==> src/sv/smx_pkg.sv <==
// Shared types, codes and tables for the six-voice wavetable mixer.
// No dependencies; imported by every module of the block but smx_ram.
package smx_pkg;

	// Voice organisation
	localparam int unsigned VOICES        = 6;
	localparam int unsigned VOICE_AW      = 3;
	localparam int unsigned SQUARE_VOICES = 3;

	// Field and state widths
	localparam int unsigned PHASE_W = 16;
	localparam int unsigned INC_W   = 15;
	localparam int unsigned GAIN_W  = 8;
	localparam int unsigned VOICE_W = INC_W + GAIN_W;
	localparam int unsigned MAG_W   = 23;
	localparam int unsigned PROD_W  = MAG_W + 1;
	localparam int unsigned SUM_W   = 27;
	localparam int unsigned MIX_SHIFT = 11;
	localparam int unsigned SAMPLE_W  = 16;

	// Table constants
	localparam logic [MAG_W-1:0] FULL_SCALE = MAG_W'(32767);
	localparam int unsigned NOISE_TABLE_SIZE = 256;
	localparam int unsigned NOISE_AW = $clog2(NOISE_TABLE_SIZE);

	// Request action codes
	localparam logic [1:0] ACT_SET_VOICE = 2'd0;
	localparam logic [1:0] ACT_SAMPLE    = 2'd1;
	localparam logic [1:0] ACT_SILENCE   = 2'd2;

	// Noise table sign bits: bit b of word w set when entry 16*w+b is positive
	localparam logic [15:0] NOISE_SIGNS [16] = '{
		16'h0000, 16'h4000, 16'h4444, 16'h6444, 16'h6464, 16'h7464, 16'h7465, 16'h7C65,
		16'h7C65, 16'h3865, 16'h7C21, 16'h3A65, 16'h7C23, 16'h2B65, 16'h7C23, 16'h2BE5
	};

	// Stage tag travelling with the voice sweep
	typedef struct packed {
		logic                vld;
		logic                last;
		logic [VOICE_AW-1:0] idx;
	} stage_t;

	// True when the noise table entry at this index is positive
	function automatic logic noise_positive(input logic [NOISE_AW-1:0] idx);
		logic [15:0] word;
		word = NOISE_SIGNS[idx[7:4]];
		return word[idx[3:0]];
	endfunction

endpackage

==> src/sv/smx_ram.sv <==
// Generic single-write, single-read synchronous RAM with registered read.
// No dependencies.
module smx_ram #(
	parameter int unsigned WIDTH = 16,
	parameter int unsigned DEPTH = 8
) (
	input  logic                                        clk,
	input  logic                                        wr_en,
	input  logic [(DEPTH > 1 ? $clog2(DEPTH) : 1)-1:0] wr_addr,
	input  logic [WIDTH-1:0]                            wr_data,
	input  logic                                        rd_en,
	input  logic [(DEPTH > 1 ? $clog2(DEPTH) : 1)-1:0] rd_addr,
	output logic [WIDTH-1:0]                            rd_data
);

	logic [WIDTH-1:0] mem_q [DEPTH];

	// Write port
	always_ff @(posedge clk) begin
		if (wr_en) begin
			mem_q[wr_addr] <= wr_data;
		end
	end

	// Registered read port
	always_ff @(posedge clk) begin
		if (rd_en) begin
			rd_data <= mem_q[rd_addr];
		end
	end

endmodule

==> src/sv/smx_mixer.sv <==
// Mix datapath: table lookup, gain product and running sum over the voice sweep.
// Depends on smx_pkg.
module smx_mixer (
	input  logic                                  clk,
	input  logic                                  arst_n,
	input  smx_pkg::stage_t                       st_s1,
	input  logic [smx_pkg::PHASE_W-1:0]           phase_s1,
	input  logic [smx_pkg::GAIN_W-1:0]            gain_s1,
	input  logic                                  out_free,
	output logic                                  finish,
	output logic [smx_pkg::SAMPLE_W-1:0]          mix_sample
);
	import smx_pkg::*;

	logic                     vld_s2;
	logic                     last_s2;
	logic signed [PROD_W-1:0] prod_s2;
	logic signed [SUM_W-1:0]  acc_q;
	logic                     hold;
	logic                     negative;
	logic [MAG_W-1:0]         mag;
	logic signed [SUM_W-1:0]  sum_full;

	// Table sign for the voice in stage 1; square table is positive in its lower half
	always_comb begin
		if (st_s1.idx < VOICE_AW'(SQUARE_VOICES)) begin
			negative = phase_s1[13];
		end else begin
			negative = ~noise_positive(phase_s1[PHASE_W-1 -: NOISE_AW]);
		end
		mag = MAG_W'(gain_s1) * FULL_SCALE;
	end

	// Final voice waits here while the output register is still occupied
	assign hold     = vld_s2 & last_s2 & ~out_free;
	assign finish   = vld_s2 & last_s2 & out_free;
	assign sum_full = acc_q + SUM_W'(prod_s2);
	assign mix_sample = sum_full[SUM_W-1 -: SAMPLE_W];

	// Stage 2 control
	always_ff @(posedge clk or negedge arst_n) begin
		if (!arst_n) begin
			vld_s2  <= 1'b0;
			last_s2 <= 1'b0;
		end else if (!hold) begin
			vld_s2  <= st_s1.vld;
			last_s2 <= st_s1.last;
		end
	end

	// Stage 2 product
	always_ff @(posedge clk) begin
		if (!hold) begin
			prod_s2 <= negative ? -$signed({1'b0, mag}) : $signed({1'b0, mag});
		end
	end

	// Running sum, cleared as each sample completes
	always_ff @(posedge clk or negedge arst_n) begin
		if (!arst_n) begin
			acc_q <= '0;
		end else if (finish) begin
			acc_q <= '0;
		end else if (vld_s2 && !last_s2) begin
			acc_q <= sum_full;
		end
	end

endmodule

==> src/sv/six_voice_wavetable_mixer_top.sv <==
// Six-voice wavetable mixer, top level.
// Set-voice and silence requests do not hold off the next request; a sample request
// is answered after six voice reads from the state RAMs, one per cycle,
// then product and sum stages, and the next request is taken in the cycle the
// result is registered, so no new request is taken while a sample is in the sweep.
// Asynchronous active-low reset clears phases, gains, increments and play_enable.
module six_voice_wavetable_mixer_top (
	input  logic                            clk,
	input  logic                            arst_n,
	input  logic                            cfg_wr_en,
	input  logic                            cfg_wr_data,
	input  logic                            req_valid,
	output logic                            req_stall,
	input  logic [1:0]                      action,
	input  logic [2:0]                      channel,
	input  logic [15:0]                     freq_step,
	input  logic [7:0]                      volume,
	output logic                            rsp_valid,
	input  logic                            rsp_stall,
	output logic signed [15:0]              sample
);
	import smx_pkg::*;

	logic                play_en_q;
	logic                busy_q;
	logic                rd_act_q;
	logic [VOICE_AW-1:0] rd_cnt_q;
	stage_t              st_s1;
	logic [VOICES-1:0]   voice_vld_q;
	logic [VOICES-1:0]   phase_vld_q;
	logic                req_acc;
	logic                start;
	logic                set_wr;
	logic                silence;
	logic                finish;
	logic                out_free;
	logic                rsp_valid_q;
	logic [SAMPLE_W-1:0] sample_q;
	logic [SAMPLE_W-1:0] mix_sample;
	logic [VOICE_W-1:0]  voice_rd;
	logic [PHASE_W-1:0]  phase_rd;
	logic [PHASE_W-1:0]  phase_s1;
	logic [INC_W-1:0]    inc_s1;
	logic [GAIN_W-1:0]   gain_s1;

	// Request decode
	assign req_stall = busy_q & ~finish;
	assign req_acc   = req_valid & ~req_stall;
	assign start     = req_acc & (action == ACT_SAMPLE) & play_en_q;
	assign set_wr    = req_acc & (action == ACT_SET_VOICE) & (channel < VOICE_AW'(VOICES));
	assign silence   = req_acc & (action == ACT_SILENCE);

	// Configuration register
	always_ff @(posedge clk or negedge arst_n) begin
		if (!arst_n) begin
			play_en_q <= 1'b0;
		end else if (cfg_wr_en) begin
			play_en_q <= cfg_wr_data;
		end
	end

	// Voice sweep sequencer
	always_ff @(posedge clk or negedge arst_n) begin
		if (!arst_n) begin
			busy_q   <= 1'b0;
			rd_act_q <= 1'b0;
			rd_cnt_q <= '0;
			st_s1    <= '0;
		end else begin
			if (start) begin
				busy_q <= 1'b1;
			end else if (finish) begin
				busy_q <= 1'b0;
			end
			if (start) begin
				rd_act_q <= 1'b1;
				rd_cnt_q <= '0;
			end else if (rd_act_q) begin
				rd_act_q <= (rd_cnt_q != VOICE_AW'(VOICES - 1));
				rd_cnt_q <= rd_cnt_q + 1'b1;
			end
			st_s1.vld  <= rd_act_q;
			st_s1.last <= (rd_cnt_q == VOICE_AW'(VOICES - 1));
			st_s1.idx  <= rd_cnt_q;
		end
	end

	// Written flags: silence drops gains and increments, phases stay
	always_ff @(posedge clk or negedge arst_n) begin
		if (!arst_n) begin
			voice_vld_q <= '0;
			phase_vld_q <= '0;
		end else begin
			if (silence) begin
				voice_vld_q <= '0;
			end else if (set_wr) begin
				voice_vld_q[channel] <= 1'b1;
			end
			if (st_s1.vld) begin
				phase_vld_q[st_s1.idx] <= 1'b1;
			end
		end
	end

	// Gain and increment store
	smx_ram #(
		.WIDTH(VOICE_W),
		.DEPTH(VOICES)
	) u_voice_ram (
		.clk    (clk),
		.wr_en  (set_wr),
		.wr_addr(channel),
		.wr_data({freq_step[15:1], volume}),
		.rd_en  (rd_act_q),
		.rd_addr(rd_cnt_q),
		.rd_data(voice_rd)
	);

	// Phase accumulator store, written back as each voice passes stage 1
	smx_ram #(
		.WIDTH(PHASE_W),
		.DEPTH(VOICES)
	) u_phase_ram (
		.clk    (clk),
		.wr_en  (st_s1.vld),
		.wr_addr(st_s1.idx),
		.wr_data(phase_s1 + PHASE_W'(inc_s1)),
		.rd_en  (rd_act_q),
		.rd_addr(rd_cnt_q),
		.rd_data(phase_rd)
	);

	// Unwritten entries read as zero
	always_comb begin
		phase_s1 = phase_vld_q[st_s1.idx] ? phase_rd : '0;
		if (voice_vld_q[st_s1.idx]) begin
			inc_s1  = voice_rd[VOICE_W-1 -: INC_W];
			gain_s1 = voice_rd[GAIN_W-1:0];
		end else begin
			inc_s1  = '0;
			gain_s1 = '0;
		end
	end

	smx_mixer u_mixer (
		.clk       (clk),
		.arst_n    (arst_n),
		.st_s1     (st_s1),
		.phase_s1  (phase_s1),
		.gain_s1   (gain_s1),
		.out_free  (out_free),
		.finish    (finish),
		.mix_sample(mix_sample)
	);

	// Output register
	assign out_free = ~rsp_valid_q | ~rsp_stall;

	always_ff @(posedge clk or negedge arst_n) begin
		if (!arst_n) begin
			rsp_valid_q <= 1'b0;
		end else if (finish) begin
			rsp_valid_q <= 1'b1;
		end else if (!rsp_stall) begin
			rsp_valid_q <= 1'b0;
		end
	end

	always_ff @(posedge clk) begin
		if (finish) begin
			sample_q <= mix_sample;
		end
	end

	assign rsp_valid = rsp_valid_q;
	assign sample    = $signed(sample_q);

endmodule

==> config.mk <==
export PLATFORM = sky130hd
export DESIGN_NAME = six_voice_wavetable_mixer_top
export DESIGN_NICKNAME = d
export VERILOG_FILES = /design/src/sv/smx_pkg.sv /design/src/sv/smx_ram.sv /design/src/sv/smx_mixer.sv /design/src/sv/six_voice_wavetable_mixer_top.sv
export SDC_FILE = /design/constraint.sdc
export NUM_CORES = 1
export LEC_CHECK = 0
export BUFFER_PORTS_ARGS = -buffer_cell sky130_fd_sc_hd__buf_2
export CAP_MARGIN = 5
export CORE_UTILIZATION = 57
export CTS_CLUSTER_SIZE = 8
export DETAILED_ROUTE_END_ITERATION = 10
export PLACE_DENSITY_LB_ADDON = 0.3
export SYNTH_ARGS = -nofsm -noshare
export SYNTH_HDL_FRONTEND = slang
export SYNTH_SLANG_ARGS = --single-unit
==> constraint.sdc <==
create_clock -name clk -period 6.54 [get_ports clk]
set_input_delay 1.308 -clock clk [delete_from_list [all_inputs] [get_ports clk]]
set_output_delay 1.308 -clock clk [all_outputs]
set_load 0.005 [all_outputs]
# Yosys cells after proc, flatten, opt, wreduce, memory -nomap -nowiden
# Memory sizes are Yosys's and may differ from the RTL's. A register that Yosys moved wholly into a read port is not among the register bits.
# Cells that the tools add are included.
[totals]
output_inout_bits = 18
reg_bits = 93
memories = 3
input_bits = 35
ram_bits = 234
romBits = 256
word_cells = 99
[classes]
n_bitwise = 20
reduce_logical = 9
n_mul = 1
muxes = 33
magnitude_cmp = 8
add_sub_neg = 4
eq_ne = 5
[memory_table]
columns = ["memory", "words", "word_bits", "rd", "rd_ports_with_merged_regs", "wr", "line", "text"]
rows = [
  ["(name not given)", 16, 16, 1, 0, 0, "smx_pkg.sv:47", "word = NOISE_SIGNS[idx[7:4]];"],
  ["u_voice_ram.mem_q", 6, 23, 1, 1, 1, "smx_ram.sv:16", "logic [WIDTH-1:0] mem_q [DEPTH];"],
  ["u_phase_ram.mem_q", 6, 16, 1, 1, 1, "smx_ram.sv:16", ""],
]
[op_table]
columns = ["cell", "count"]
rows = [
  ["$mux 27", 2],
  ["$mux 16", 3],
  ["$add 27x24->27", 1],
  ["$neg 23->24", 1],
  ["$mul 8x15->23 const B", 1],
  ["$mux 23", 1],
  ["$add 16x15->16", 1],
  ["$mux 1", 16],
  ["$mux 15", 1],
  ["$mux 6", 2],
  ["$or 6x6->6", 2],
  ["$and 1x1->1", 10],
  ["$lt 3x4->1 const B", 2],
  ["$mux 8", 1],
  ["$reduce_bool 2->1", 4],
  ["$bmux 1 s3", 2],
  ["$demux 1 s3", 2],
  ["$ge 3x1->1 const B", 2],
  ["$mux 3", 2],
  ["$not 1->1", 6],
  ["$ge 5x5->1 const B", 1],
  ["$lt 4x5->1 const B", 1],
  ["$not 4->5", 1],
  ["$bmux 1 s4", 1],
  ["other kinds (12)", 14],
]

# Longest topological paths before layout
[logic_depth]
depth_word = 12
depth_mapped = 26

# Hierarchy
# Synthesis repeated with hierarchy kept, for this count alone.
[unflattened]
cells_unflattened = 1440
area_unflattened_um2 = 18854.3
[by_module_without_submodules]
columns = ["module", "cells_each", "area_per_inst_um2", "n_inst", "seq_area_each_um2"]
rows = [
  ["smx_ram (u_voice_ram)", 303, 6138.4, 1, 4834.6],
  ["smx_mixer", 676, 5969.5, 1, 1446.4],
  ["smx_ram (u_phase_ram)", 215, 4247.8, 1, 3363.2],
  ["six_voice_wavetable_mixer_top", 246, 2498.6, 1, 1081.0],
]

# Worst setup path after synthesis
# OpenSTA, ideal clock, no wires.
[synth_path]
path_type = "register to register"
from = "register st_s1[2] (netlist name)"
to = "register u_mixer.prod_s2[21], data pin"
path_stages_with_launch = 26
required_ps = 6274
arrival_time_ps = 6241
period_less_slack_ps = 6507
setup_time_ps = 266
setup_slack_ps = 33
path_cell_list = "dfrtp_1 > clkbuf_1 > nand3b_1 > o211ai_1 > o21a_1 > clkbuf_1 > and2_1 > ha_1 > ha_1 > or2_2 > inv_1 > fa_1 > xor2_1 > ha_1 > inv_1 > fa_1 > inv_1 > ha_1 > buf_2 > a2111o_1 > a32oi_1 > nand3b_1 > xor2_1 > or4_1 > o31ai_2 > xor2_1"
[synth_between]
elab_chain_cells = 12
word_cells_on_any_way = 18
classes_between = "1 x add/sub; 1 x mul; 1 x order compare; 12 x mux; 2 x bitwise; 1 x memory"
[synth_lines]
columns = ["element", "line", "text"]
rows = [
  ["parallel branches: the longest is 11 deep, another holds $neg 23->24", "--", ""],
  ["$mux 23 (*)", "smx_mixer.sv:54", "prod_s2 <= negative ? -$signed({1'b0, mag}) : $signed({1'b0, mag});"],
  ["to (signal assigned)", "smx_mixer.sv:54", ""],
  ["to (decl)", "smx_mixer.sv:17", "logic signed [PROD_W-1:0] prod_s2;"],
]
# Mark *: on every way between the ends. The select of a mux whose other input is x is not followed.
# A chain may end at the register's enable or synchronous reset.

# Worst setup path after layout
[layout_path]
from = "register st_s1[1] (netlist name)"
to = "register u_mixer.prod_s2[19], data pin"
[layout_between]
elab_chain_cells = 12
word_cells_on_any_way = 18
classes_between = "1 x add/sub; 1 x mul; 1 x order compare; 12 x mux; 2 x bitwise; 1 x memory"
[layout_lines]
columns = ["element", "line"]
rows = [
  ["parallel branches: the longest is 11 deep, another holds $neg 23->24", "--"],
  ["$mux 23 (*)", "smx_mixer.sv:54"],
]
# Marked as above.

==> flow_summary_export.csv <==
group,metric,value,unit
outcome,status,"completed",
hold_path,hold_path.class,"register to register",
logic_synthesis,ys_seq_area_share,59.2,%
floorplanning,core_area,30900,sq um
critical_path,crit_type,"register to register",
critical_path,end_kind,"register",
clocking,clk_latency,550,ps
sta,finalHoldViolCount,0,
placement,dpl.hpwl,22400,microns
placement,place.gp.congestion,0.914,
critical_path,critical_path_arrival,6510,ps
sta,clock.fmax,161,MHz
clocking,path_clk_slew,50,ps
sta,slew_headroom,24.8,%
route,wl,34300,microns
clocking,cts_setup_buffers,0,
sta,clock_skew,15.5,ps
route,drc_errors,0,
logic_synthesis,syn_nets,1476,
logic_synthesis,synthCells,1327,
route,wire_per_inst,18.5,microns
clocking,cts.sinks,366,
logic_synthesis,yosys.area_share.simple,8.17,%
route,via_count,10740,
critical_path,worstReg2RegStart,"st_s1[1]",
grt,track_usage,21.6,%
placement,post-place-ws,166,ps
clocking,cts_tree,"yes",
logic_synthesis,yosys_register_bits,366,
route,antenna_left,0,
floorplanning,rows,64,
critical_path,crit_path_top_delay_cell,"fa_1",
layout,multi_input_area,7020,sq um
logic_synthesis,syn_area_per_cell,13.6,sq um
route,dr.pass1.iters,5,
clocking,numCtsBuffers,52,
placement,placed_cells,1760,
floorplanning,die_w,180,microns
logic_synthesis,synth-edff-count,313,
critical_path,worstRegToRegCells,22,
critical_path,worst_r2r_endpoint,"u_mixer.prod_s2[19]",
critical_path,required,6820,ps
critical_path,crit_path_max_incr_delay,530,ps
logic_synthesis,synth-xor-area-share,3.91,%
floorplanning,io_pins,53,
layout,layout-drive-gt1-share,15.7,%
critical_path,cp_max_fo,6,
floorplanning,dieArea,32500,sq um
flow_run,maxCapViolCount,0,
sta,fin_crit_sh,95.2,%
hold_path,holdPathEnd,"u_mixer.last_s2",
grt,grt_pass1_wl,55700,microns
grt,first_global_vias,10811,
critical_path,crit_path_start_kind,"register",
clocking,hold_buffers,0,
logic_synthesis,synthMuxAreaShare,7.70,%
sta,finalSetupViolations,0,
sta,worstMarginPinSlew,1130,ps
clocking,htree_levels,2,
placement,numPortBuffers,51,
grt,grt_max_degree,82,
layout,layout.area.seq,10700,sq um
hold_path,worstHoldPathCells,1,
logic_synthesis,synthArstFlopShare,14.5,%
sta,tns,0,ps
layout,nFillCells,2214,
clocking,ctsResizeCount,0,
floorplanning,die_h,180,microns
layout,fin_nets,1567,
grt,grt-ovfl-total,0,
critical_path,cp_common_cell,"inv_1",
logic_synthesis,yosysUniqueCellTypes,76,
layout,area_growth,13.2,%
sta,rsz0062_at_grt,"no",
route,viasPerCell,5.81,
logic_synthesis,synth_top_family_by_area,"compound AO/OA/AOI/OAI gates",
clocking,cts_root_buf,"clkbuf_16",
route,drtIter0Drc,699,
floorplanning,start_util,58.6,%
clocking,cts_buffer_depth,3,
sta,layout_min_cycle_time,6230,ps
layout,finalNonFillerCells,1847,
logic_synthesis,ys_dominant_reg_cell,"edfxtp_1",
sta,fin_ws,311,ps
logic_synthesis,synth_fa_ha_area_share,8.87,%
hold_path,hp-start,"st_s1[3]",
critical_path,worstPathCellList,"mux2i_1, o21ai_0, o21a_2, and2_1, ha_1, ha_1, inv_1, fa_1, inv_1, fa_1, inv_1, fa_1, inv_1, ha_1, a21oi_1, o21ai_2, xor2_2, nor4_4, nand4_2, or3_4, o41a_1, xor2_1",
logic_synthesis,syn_area,18100,sq um
critical_path,reg2reg_slack,310,ps
sta,maxSlewViolCount,0,
logic_synthesis,synth-warning-count,0,
logic_synthesis,synth_compound_area_share,9.60,%
grt,antenna_found_initial,2,
## worst max-delay path by stage
stage                        start  cells after the start  slack (ps)             endpoint
after floorplan           st_s1[2]                     25          30  u_mixer.prod_s2[21]
after global placement    st_s1[1]                     21         280  u_mixer.prod_s2[21]
after detailed placement  st_s1[1]                     22         170  u_mixer.prod_s2[19]
after CTS                 st_s1[1]                     22         130  u_mixer.prod_s2[19]
after global routing      st_s1[1]                     21           3  u_mixer.prod_s2[23]
final                     st_s1[1]                     22         310  u_mixer.prod_s2[19]
## synthesized netlist by cell type (4+ instances only)
cell type / count / area (sq um)
edfxtp_1: 313 / 9400
a21oi_1: 95 / 475
ha_1: 90 / 1130
nor2_1: 86 / 323
inv_1: 76 / 285
nand2_1: 71 / 267
dfrtp_1: 53 / 1330
mux2i_1: 47 / 470
mux4_2: 40 / 901
xor2_1: 40 / 350
xnor2_1: 39 / 342
o21ai_0: 34 / 170
clkbuf_1: 31 / 116
a21o_1: 24 / 180
and2_1: 24 / 150
fa_1: 24 / 480
nor3_1: 24 / 120
nor2b_1: 20 / 125
nand2b_1: 15 / 93.8
nand3_1: 14 / 70.1
o21a_1: 14 / 105
or2_2: 13 / 81.3
buf_1: 12 / 45.0
a211oi_1: 9 / 67.6
o21bai_1: 9 / 67.6
o2bb2ai_1: 9 / 78.8
o211ai_1: 7 / 52.6
a22o_1: 5 / 43.8
o31ai_1: 5 / 37.5
a2111o_1: 4 / 45.0
a31oi_1: 4 / 25.0
nand3b_1: 4 / 30.0
nand4_1: 4 / 25.0
nor3b_1: 4 / 30.0
## critical path, delay by kind of cell (launching register included)
family | cells | cell delay (ps)
AOI/OAI and AO/OA | 5 | 1170
xor gates and xnor gates | 2 | 330
adders and majority gates | 6 | 2570
buffers and inverters | 4 | 220
DFF | 1 | 400
muxes | 1 | 180
and+or+nand+nor | 4 | 1070
## stage by stage
stage	hold WS (ps)	cell area (sq um)	utilization (%)
after global placement	413	19000	61.4
after global routing	460	20500	66.3
after CTS	440	20500	66.2
after detailed placement	421	19000	61.4
after floorplan	352	18100	-
final	433	20500	66.3
## registers in the layout, summed over array words and instances (netlist names)
signal / count
u_phase_ram.rd_data: 16
busy_q: 1
u_mixer.prod_s2: 24
u_mixer.last_s2: 1
u_voice_ram.rd_data: 23
play_en_q: 1
u_mixer.vld_s2: 1
phase_vld_q: 6
voice_vld_q: 6
rd_act_q: 1
u_phase_ram.mem_q: 96
rsp_valid: 1
u_voice_ram.mem_q: 138
sample: 16
rd_cnt_q: 3
st_s1: 5
u_mixer.acc_q: 27
## cells by family (layout without fill, tap and decap cells)
kind of cell    Yosys count  count (layout)
flops                   366             366
simple gates            298             298
compound gates          259             259
buf+inv                 121             243
fa+ha+maj               114             114
mux                      89              89
xor+xnor                 80              80
other cells               0               2
## cells in the final DEF (no fill, tap or decap), types with 40 or more instances in the layout
cell type  synthesis  layout
edfxtp_1         313     313
a21oi_1           95      94
ha_1              90      90
nor2_1            86      85
inv_1             76      76
nand2_1           71      71
clkbuf_16          0      53
buf_2              2      51
dfrtp_1           53      48
mux2i_1           47      47
mux4_2            40      40
## area by class of cell
| cell class | count | area share [%] |
|---|---|---|
| antenna | 2 | 0.0244 |
| clock buffer | 82 | 7.00 |
| clock inverter | 3 | 0.165 |
| inverter | 76 | 1.39 |
| multi-input combinational | 840 | 34.3 |
| sequential | 366 | 52.4 |
| tap | 396 | 2.42 |
| timing repair buffer | 82 | 2.38 |
## per-layer routing
metal / share of wire (%) / track usage (%) / up-vias
met3: 4.4 / 3.38 / 54
met4: 2.0 / 6.60 / 0
met2: 50 / 37.3 / 240
met1: 44 / 28.3 / 5300
li1: - / - / 5146
met5: 0 / 0 / -
Power is not shown: default switching activity piles up to over one toggle a cycle in this logic, so the estimate is an artifact.
